## src/sv/ura_pkg.sv

```systemverilog
// shared types and constants for the ultrasonic range alert core
// no dependencies; imported by ultrasonic_range_alert_core

package ura_pkg;

    // configuration register widths
    localparam int IdleGapW   = 20;
    localparam int TrigLowW   = 8;
    localparam int TrigHighW  = 8;
    localparam int TimeoutW   = 16;
    localparam int UnitW      = 16;
    localparam int ThreshW    = 16;
    localparam int CfgDataW   = 20;
    localparam int CfgIndexW  = 3;
    localparam int PhaseTickW = 20;
    localparam int DistW      = 16;

    // reset values of the configuration registers
    localparam logic [IdleGapW-1:0]  IdleGapRst  = IdleGapW'(500000);
    localparam logic [TrigLowW-1:0]  TrigLowRst  = TrigLowW'(2);
    localparam logic [TrigHighW-1:0] TrigHighRst = TrigHighW'(10);
    localparam logic [TimeoutW-1:0]  TimeoutRst  = TimeoutW'(50000);
    localparam logic [UnitW-1:0]     UnitRst     = UnitW'(15);
    localparam logic [ThreshW-1:0]   ThreshRst   = ThreshW'(50);

    // configuration register indexes
    typedef enum logic [CfgIndexW-1:0] {
        CFG_IDLE_GAP   = 3'd0,
        CFG_TRIG_LOW   = 3'd1,
        CFG_TRIG_HIGH  = 3'd2,
        CFG_TIMEOUT    = 3'd3,
        CFG_UNIT       = 3'd4,
        CFG_THRESHOLD  = 3'd5
    } cfg_index_t;

    // one result item
    typedef struct packed {
        logic             trigger_level;
        logic             alert_on;
        logic [DistW-1:0] distance_units;
        logic             stop_flag;
        logic             measure_done;
        logic             measure_error;
    } result_t;

endpackage

```

## src/sv/ultrasonic_range_alert_core.sv

```systemverilog
// ultrasonic ranging sequencer with proximity alert, one echo sample per tick
// a result is registered in the output register, or in the skid entry while the output is held
// one tick per cycle unless in_stall; a two-entry output (register + skid) decouples stalls
// reset (rst_n, async, active low): idle gap phase, counters and stored distance cleared,
// alert off, configuration registers back to their defaults, no result pending
// depends on ura_pkg

module ultrasonic_range_alert_core
    import ura_pkg::*;
(
    input  logic                 clk,
    input  logic                 rst_n,

    // tick channel
    input  logic                 in_valid,
    output logic                 in_stall,
    input  logic                 echo_level,

    // result channel
    output logic                 out_valid,
    input  logic                 out_stall,
    output logic                 trigger_level,
    output logic                 alert_on,
    output logic [DistW-1:0]     distance_units,
    output logic                 stop_flag,
    output logic                 measure_done,
    output logic                 measure_error,

    // configuration write port
    input  logic                 cfg_we,
    input  logic [CfgIndexW-1:0] cfg_index,
    input  logic [CfgDataW-1:0]  cfg_data
);

    // measurement phases
    typedef enum logic [2:0] {
        PH_IDLE  = 3'd0,
        PH_TLOW  = 3'd1,
        PH_THIGH = 3'd2,
        PH_RISE  = 3'd3,
        PH_FALL  = 3'd4
    } phase_t;

    // configuration registers
    logic [IdleGapW-1:0]   idle_gap_reg;
    logic [TrigLowW-1:0]   trig_low_reg;
    logic [TrigHighW-1:0]  trig_high_reg;
    logic [TimeoutW-1:0]   timeout_reg;
    logic [UnitW-1:0]      unit_reg;
    logic [ThreshW-1:0]    thresh_reg;

    // sequencer state
    phase_t                phase_reg, phase_next;
    logic [PhaseTickW-1:0] phase_ticks_reg, phase_ticks_next;
    logic [UnitW-1:0]      prescale_reg, prescale_next;
    logic [DistW-1:0]      echo_units_reg, echo_units_next;
    logic [DistW-1:0]      distance_reg, distance_next;
    logic                  alert_reg, alert_next;

    // output register and skid entry
    result_t               out_reg, skid_reg, result;
    logic                  out_valid_reg, skid_valid_reg;

    logic                  in_xfer;
    logic                  out_xfer;
    logic [PhaseTickW-1:0] tick_inc;
    logic [UnitW:0]        prescale_inc;
    logic                  done;
    logic                  err;
    logic                  trig;

    // a tick is taken whenever the skid entry is free
    assign in_stall = skid_valid_reg;
    assign in_xfer  = in_valid && !skid_valid_reg;
    assign out_xfer = out_valid_reg && !out_stall;

    // configuration writes, unknown indexes ignored
    always_ff @(posedge clk or negedge rst_n)
    begin
        if (!rst_n)
        begin
            idle_gap_reg  <= IdleGapRst;
            trig_low_reg  <= TrigLowRst;
            trig_high_reg <= TrigHighRst;
            timeout_reg   <= TimeoutRst;
            unit_reg      <= UnitRst;
            thresh_reg    <= ThreshRst;
        end
        else if (cfg_we)
        begin
            unique case (cfg_index)
                CFG_IDLE_GAP:  idle_gap_reg  <= cfg_data[IdleGapW-1:0];
                CFG_TRIG_LOW:  trig_low_reg  <= cfg_data[TrigLowW-1:0];
                CFG_TRIG_HIGH: trig_high_reg <= cfg_data[TrigHighW-1:0];
                CFG_TIMEOUT:   timeout_reg   <= cfg_data[TimeoutW-1:0];
                CFG_UNIT:      unit_reg      <= cfg_data[UnitW-1:0];
                CFG_THRESHOLD: thresh_reg    <= cfg_data[ThreshW-1:0];
                default:       ;
            endcase
        end
    end

    // one tick of the sequencer; limit compares use the incremented count,
    // so a limit of zero behaves like one and a lowered limit ends the phase at once
    always_comb
    begin
        tick_inc         = phase_ticks_reg + PhaseTickW'(1);
        prescale_inc     = {1'b0, prescale_reg} + (UnitW+1)'(1);
        phase_next       = phase_reg;
        phase_ticks_next = tick_inc;
        prescale_next    = prescale_reg;
        echo_units_next  = echo_units_reg;
        distance_next    = distance_reg;
        alert_next       = alert_reg;
        done             = 1'b0;
        err              = 1'b0;
        trig             = 1'b0;

        unique case (phase_reg)
            PH_TLOW:
            begin
                if (tick_inc >= PhaseTickW'(trig_low_reg))
                begin
                    phase_next       = PH_THIGH;
                    phase_ticks_next = '0;
                end
            end
            PH_THIGH:
            begin
                trig = 1'b1;
                if (tick_inc >= PhaseTickW'(trig_high_reg))
                begin
                    phase_next       = PH_RISE;
                    phase_ticks_next = '0;
                end
            end
            PH_RISE:
            begin
                if (echo_level)
                begin
                    // rising edge tick is not counted
                    phase_next       = PH_FALL;
                    phase_ticks_next = '0;
                    prescale_next    = '0;
                    echo_units_next  = '0;
                end
                else if (tick_inc >= PhaseTickW'(timeout_reg))
                begin
                    done = 1'b1;
                    err  = 1'b1;
                end
            end
            PH_FALL:
            begin
                if (!echo_level)
                begin
                    done = 1'b1;
                end
                else
                begin
                    // prescaler: one unit per ticks_per_unit high ticks, saturating
                    if (prescale_inc >= (UnitW+1)'(unit_reg))
                    begin
                        prescale_next = '0;
                        if (echo_units_reg != '1)
                        begin
                            echo_units_next = echo_units_reg + DistW'(1);
                        end
                    end
                    else
                    begin
                        prescale_next = prescale_inc[UnitW-1:0];
                    end
                    if (tick_inc >= PhaseTickW'(timeout_reg))
                    begin
                        done = 1'b1;
                        err  = 1'b1;
                    end
                end
            end
            default:
            begin
                // idle gap; unused codes fall back here
                phase_next = PH_IDLE;
                if (tick_inc >= idle_gap_reg)
                begin
                    phase_next       = (trig_low_reg != '0) ? PH_TLOW : PH_THIGH;
                    phase_ticks_next = '0;
                end
            end
        endcase

        // end of measurement: store a positive distance, else drop the alert
        if (done)
        begin
            if (!err && echo_units_next != '0)
            begin
                distance_next = echo_units_next;
                alert_next    = (echo_units_next < thresh_reg);
            end
            else
            begin
                alert_next = 1'b0;
            end
            phase_next       = PH_IDLE;
            phase_ticks_next = '0;
            prescale_next    = '0;
        end

        result.trigger_level  = trig;
        result.alert_on       = alert_next;
        result.distance_units = distance_next;
        result.stop_flag      = (distance_next < thresh_reg);
        result.measure_done   = done;
        result.measure_error  = err;
    end

    // sequencer state advances only on a tick transfer
    always_ff @(posedge clk or negedge rst_n)
    begin
        if (!rst_n)
        begin
            phase_reg       <= PH_IDLE;
            phase_ticks_reg <= '0;
            prescale_reg    <= '0;
            echo_units_reg  <= '0;
            distance_reg    <= '0;
            alert_reg       <= 1'b0;
        end
        else if (in_xfer)
        begin
            phase_reg       <= phase_next;
            phase_ticks_reg <= phase_ticks_next;
            prescale_reg    <= prescale_next;
            echo_units_reg  <= echo_units_next;
            distance_reg    <= distance_next;
            alert_reg       <= alert_next;
        end
    end

    // output valids: the skid entry fills only when the output register is held
    always_ff @(posedge clk or negedge rst_n)
    begin
        if (!rst_n)
        begin
            out_valid_reg  <= 1'b0;
            skid_valid_reg <= 1'b0;
        end
        else if (out_xfer || !out_valid_reg)
        begin
            out_valid_reg  <= skid_valid_reg || in_xfer;
            skid_valid_reg <= 1'b0;
        end
        else if (in_xfer)
        begin
            skid_valid_reg <= 1'b1;
        end
    end

    // output payload, no reset needed
    always_ff @(posedge clk)
    begin
        if (out_xfer || !out_valid_reg)
        begin
            if (skid_valid_reg)
            begin
                out_reg <= skid_reg;
            end
            else if (in_xfer)
            begin
                out_reg <= result;
            end
        end
        else if (in_xfer)
        begin
            skid_reg <= result;
        end
    end

    assign out_valid      = out_valid_reg;
    assign trigger_level  = out_reg.trigger_level;
    assign alert_on       = out_reg.alert_on;
    assign distance_units = out_reg.distance_units;
    assign stop_flag      = out_reg.stop_flag;
    assign measure_done   = out_reg.measure_done;
    assign measure_error  = out_reg.measure_error;

    // skid entry is only ever occupied behind a held output register
    assert property (@(posedge clk) disable iff (!rst_n)
        skid_valid_reg |-> out_valid_reg)
        else $error("skid entry occupied with empty output register");

    // an error is only reported on the tick that ends a measurement
    assert property (@(posedge clk) disable iff (!rst_n)
        out_valid_reg |-> (!out_reg.measure_error || out_reg.measure_done))
        else $error("measure_error without measure_done");

    // trigger pulse never coincides with the end of a measurement
    assert property (@(posedge clk) disable iff (!rst_n)
        (out_valid_reg && out_reg.trigger_level) |-> !out_reg.measure_done)
        else $error("trigger high on a measurement end tick");

    // a tick in the trigger high phase always drives the trigger in its result
    assert property (@(posedge clk) disable iff (!rst_n)
        (in_xfer && phase_reg == PH_THIGH && !skid_valid_reg && (out_xfer || !out_valid_reg))
        |=> (out_valid_reg && out_reg.trigger_level))
        else $error("trigger not driven during trigger high phase");

endmodule
```

## config.mk

```make
export PLATFORM = sky130hd
export DESIGN_NAME = ultrasonic_range_alert_core
export DESIGN_NICKNAME = d
export VERILOG_FILES = /design/src/sv/ura_pkg.sv /design/src/sv/ultrasonic_range_alert_core.sv
export SDC_FILE = /design/constraint.sdc
export NUM_CORES = 1
export LEC_CHECK = 0
export ABC_AREA = 1
export BUFFER_PORTS_ARGS = -buffer_cell sky130_fd_sc_hd__buf_2
export CORE_MARGIN = 2
export CORE_UTILIZATION = 55
export DETAILED_ROUTE_END_ITERATION = 10
export PLACE_DENSITY_LB_ADDON = 0.08
export SLEW_MARGIN = 20
export SYNTH_ARGS = -nofsm -noshare
export SYNTH_HDL_FRONTEND = slang
export SYNTH_SLANG_ARGS = --single-unit
```

## constraint.sdc

```tcl
create_clock -name clk -period 6.1 [get_ports clk]
set_input_delay 0 -clock clk [delete_from_list [all_inputs] [get_ports clk]]
set_output_delay 0 -clock clk [all_outputs]
set_load 0.1 [all_outputs]
```

==> flow_summary_export.csv <==
group,metric,value,unit
min_path,hold_start,"cfg_data[1]",
placed_design,port_buffers,51,
finish,diodes,0,
grt,use_met1,34.0,%
sta,period_needed,5.53,ns
clock_tree,postCtsSetupBuffers,0,
sta,tightest_slew,1.06,ns
floorplanning,core_area,0.0218,mm²
sta,final_hold_viol_count,1,
synthesis,ys_ff_latch,200,
critical_path,r2r.worst_path.cells,37,
clock_tree,clk_latency,0.44,ns
grt,grt_pass1_wl,49.2,mm
grt,grt_max_degree,90,
finish,final_common_cell,"nand2_1",
power_and_ir_drop,clkPwrFrac,22.2,%
power_and_ir_drop,power.density,392,mW/mm²
min_path,hold_path_class,"in -> reg",
clock_tree,clock_path_buffers,2,
sta,maxSlewHeadroom,29.4,%
grt,grt_overflow,0,
outcome,status,"finished, violations left",
finish,stdcell_area,0.0134,mm²
synthesis,ys_warn_count,0,
placed_design,gp_congestion,0.911,
min_path,min_to,"unit_reg[1]",
sta,layout_setup_ws,0.569,ns
critical_path,cp_common_cell,"nand2_1",
clock_tree,numCtsBuffers,17,
critical_path,regToRegSetupSlack,0.57,ns
synthesis,syn-instance-count,1491,
floorplanning,start_util,55.9,%
sta,holdWs,-0.00269,ns
grt,top_usage_layer,"met2",
power_and_ir_drop,ir_drop,196,µV
detailed_routing,routed_via_density,5.42,
synthesis,synth_edf_count,42,
finish,fin_util,61.7,%
run,drv_cap,0,
synthesis,synth-seq-area-share,43.1,%
floorplanning,die-area,0.0233,mm²
clock_tree,clkTransAtPathRegs,0.07,ns
detailed_routing,postRouteAntennaNets,0,
floorplanning,rows,54,
detailed_routing,dr.pass1.iters,7,
grt,antenna_found_initial,0,
finish,synthToLayoutAreaGrowth,10.4,%
floorplanning,die_w,153,µm
critical_path,reg2reg_to,"stop_flag",
grt,grt_util_met3,3.87,%
critical_path,crit_path_top_delay_cell,"dfrtp_1",
critical_path,cp.buffers_inverters,4,
floorplanning,fp.dieH,153,µm
critical_path,worstPathArrival,5.72,ns
critical_path,cp_top_family,"simple AND/OR/NAND/NOR gates",
placed_design,pre_cts_slack,0.187,ns
sta,fin_setup_tns,0,ns
finish,layout.nets,1670,
placed_design,post-place-cells,1780,
detailed_routing,drt_iter0_drc,553,
detailed_routing,remaining_drc_errors,0,
sta,post-route-period-util,90.7,%
critical_path,regToRegStartpoint,"prescale_reg[0]",
clock_tree,root_buffer,"clkbuf_16",
synthesis,syn_avg_cell_area,8.16,µm²
finish,n_fill_cell,1938,
synthesis,synth_fp_nets,1621,
power_and_ir_drop,p_sw_share,42.4,%
sta,max_clock_freq,181,MHz
clock_tree,cts_sinks,200,
placed_design,place_area,0.0126,mm²
detailed_routing,wl_per_cell,16.1,µm
grt,grt_pass1_vias,9686,
min_path,whs_path_depth,3,
clock_tree,cts_tree,"built",
synthesis,ys_types,51,
critical_path,path_depth,37,
sta,setup_viol,0,
outcome,violations,"hold timing",
finish,final_cells,1833,
finish,mostFrequentLayoutCells,"nand2_1, inv_1, dfrtp_1",
grt,track_usage,26.2,%
grt,met2_usage,45.0,%
synthesis,async_flop_share,79.0,%
power_and_ir_drop,p_sw,2230,µW
critical_path,cp_max_fo,30,
critical_path,critical_path_class,"reg -> reg",
placed_design,hpwl,21.3,mm
finish,largest_register_ffs,21,
critical_path,critical_path_required,6.29,ns
synthesis,synth_top_flop_cell,"dfrtp_1",
power_and_ir_drop,p_int,3040,µW
critical_path,critPathCaptureType,"flip-flop",
detailed_routing,wl,29.6,mm
sta,rsz0062_at_grt,"no",
floorplanning,num_io_pins,52,
power_and_ir_drop,p_leak,0.00662,µW
critical_path,critPathLaunchType,"flip-flop",
critical_path,critical_path.max_stage_delay,0.45,ns
sta,finClkSkew,0.0123,ns
synthesis,syn_area,0.0122,mm²
power_and_ir_drop,seqPwrFrac,36.6,%
detailed_routing,vias,9926,
sta,slew_viol_final,0,
finish,drive_above_1_share,13.1,%
clock_tree,htreeDepth,4,
power_and_ir_drop,comb_power_share,41.2,%
==> power by group through the flow <==
| stage | registers (µW) | clock network [µW] | logic [µW] |
|---|---|---|---|
| final | 1930 | 1170 | 2170 |
| after global routing | 1960 | 1230 | 2460 |
| after CTS | 1920 | 1180 | 2170 |
| after detailed placement | 1940 | 0 | 2150 |
| after global placement | 1940 | 0 | 2100 |
| after floorplan | 2150 | 0 | 1400 |
==> Yosys cell counts (2+ instances only) <==
| master | count | area (µm²) |
|---|---|---|
| nand2_1 | 331 | 1240 |
| inv_1 | 235 | 882 |
| dfrtp_1 | 135 | 3380 |
| o21ai_0 | 133 | 666 |
| ha_1 | 101 | 1260 |
| nor2_1 | 78 | 293 |
| nand3_1 | 58 | 290 |
| a21oi_1 | 52 | 260 |
| edfxtp_1 | 42 | 1260 |
| nand4_1 | 42 | 263 |
| clkbuf_1 | 32 | 120 |
| nand2_2 | 31 | 194 |
| o21ai_1 | 28 | 140 |
| dfstp_2 | 23 | 604 |
| xor2_1 | 21 | 184 |
| nor3_1 | 20 | 100 |
| o22ai_1 | 17 | 106 |
| o21ai_2 | 16 | 140 |
| nand3_2 | 13 | 130 |
| buf_2 | 9 | 45.0 |
| inv_2 | 7 | 26.3 |
| nor2_2 | 7 | 43.8 |
| a211oi_1 | 5 | 37.5 |
| a31oi_1 | 5 | 31.3 |
| buf_6 | 4 | 45.0 |
| nor2_4 | 4 | 45.0 |
| nor4_1 | 4 | 25.0 |
| xnor2_1 | 4 | 35.0 |
| a21boi_0 | 3 | 22.5 |
| o211ai_1 | 3 | 22.5 |
| o21a_1 | 3 | 22.5 |
| buf_8 | 2 | 30.0 |
| nor3_2 | 2 | 20.0 |
| o2111ai_1 | 2 | 17.5 |
| o31ai_1 | 2 | 15.0 |
| or2_2 | 2 | 12.5 |
==> through the flow <==
stage / hold WS, ns / power [µW]
final: -0.00269 / 5270
after global routing: 0.0183 / 5660
after CTS: 0.000757 / 5270
after global placement: 0.135 / 4040
after detailed placement: 0.138 / 4090
after floorplan: -0.296 / 3560
==> worst min-delay path: stages <==
cell and delay (ns):
buf_2 0.08, inv_1 0.13, o21ai_0 0.19
==> cell type report <==
cell class                 instances  area (µm²)  area share, %
multi-input combinational        999        5790           43.1
tap                              280         350           2.61
clock inverter                    10         136           1.02
timing repair buffer              79         524           3.90
inverter                         243         925           6.88
sequential                       200        5250           39.0
clock buffer                      22         464           3.46
==> what timing repair did <==
| item | in CTS | in global routing |
|---|---|---|
| gates resized for setup | 0 | 7 |
| endpoints found under the hold margin | 135 | 0 |
| endpoints found under the setup margin | 0 | 2 |
| hold buffers | 21 | 0 |
==> cell families (layout without fill, tap and decap cells) <==
logic type,count (synthesis),count (layout),share of synthesized area (%)
buffers and inverters,292,354,9.57
XOR/XNOR,25,25,1.80
AO/OA/AOI/OAI,274,274,12.5
adder cells (fa/ha/maj),101,101,10.4
AND/OR/NAND/NOR,599,599,22.6
flip-flops,200,200,43.1
==> worst max-delay path by stage <==
stage,from,endpoint
2_1_floorplan,prescale_reg[0],stop_flag
3_3_place_gp,prescale_reg[0],stop_flag
3_5_place_dp,prescale_reg[0],stop_flag
4_1_cts,prescale_reg[0],stop_flag
5_1_grt,prescale_reg[0],stop_flag
6_report,prescale_reg[0],stop_flag
==> layer usage <==
| metal | up-vias | wire [µm] |
|---|---|---|
| met1 | 4687 | 13600 |
| met3 | 52 | 932 |
| li1 | 4986 | - |
| met2 | 201 | 14200 |
| met5 | - | 0 |
| met4 | 0 | 883 |
(Power assumes the default switching activity.)
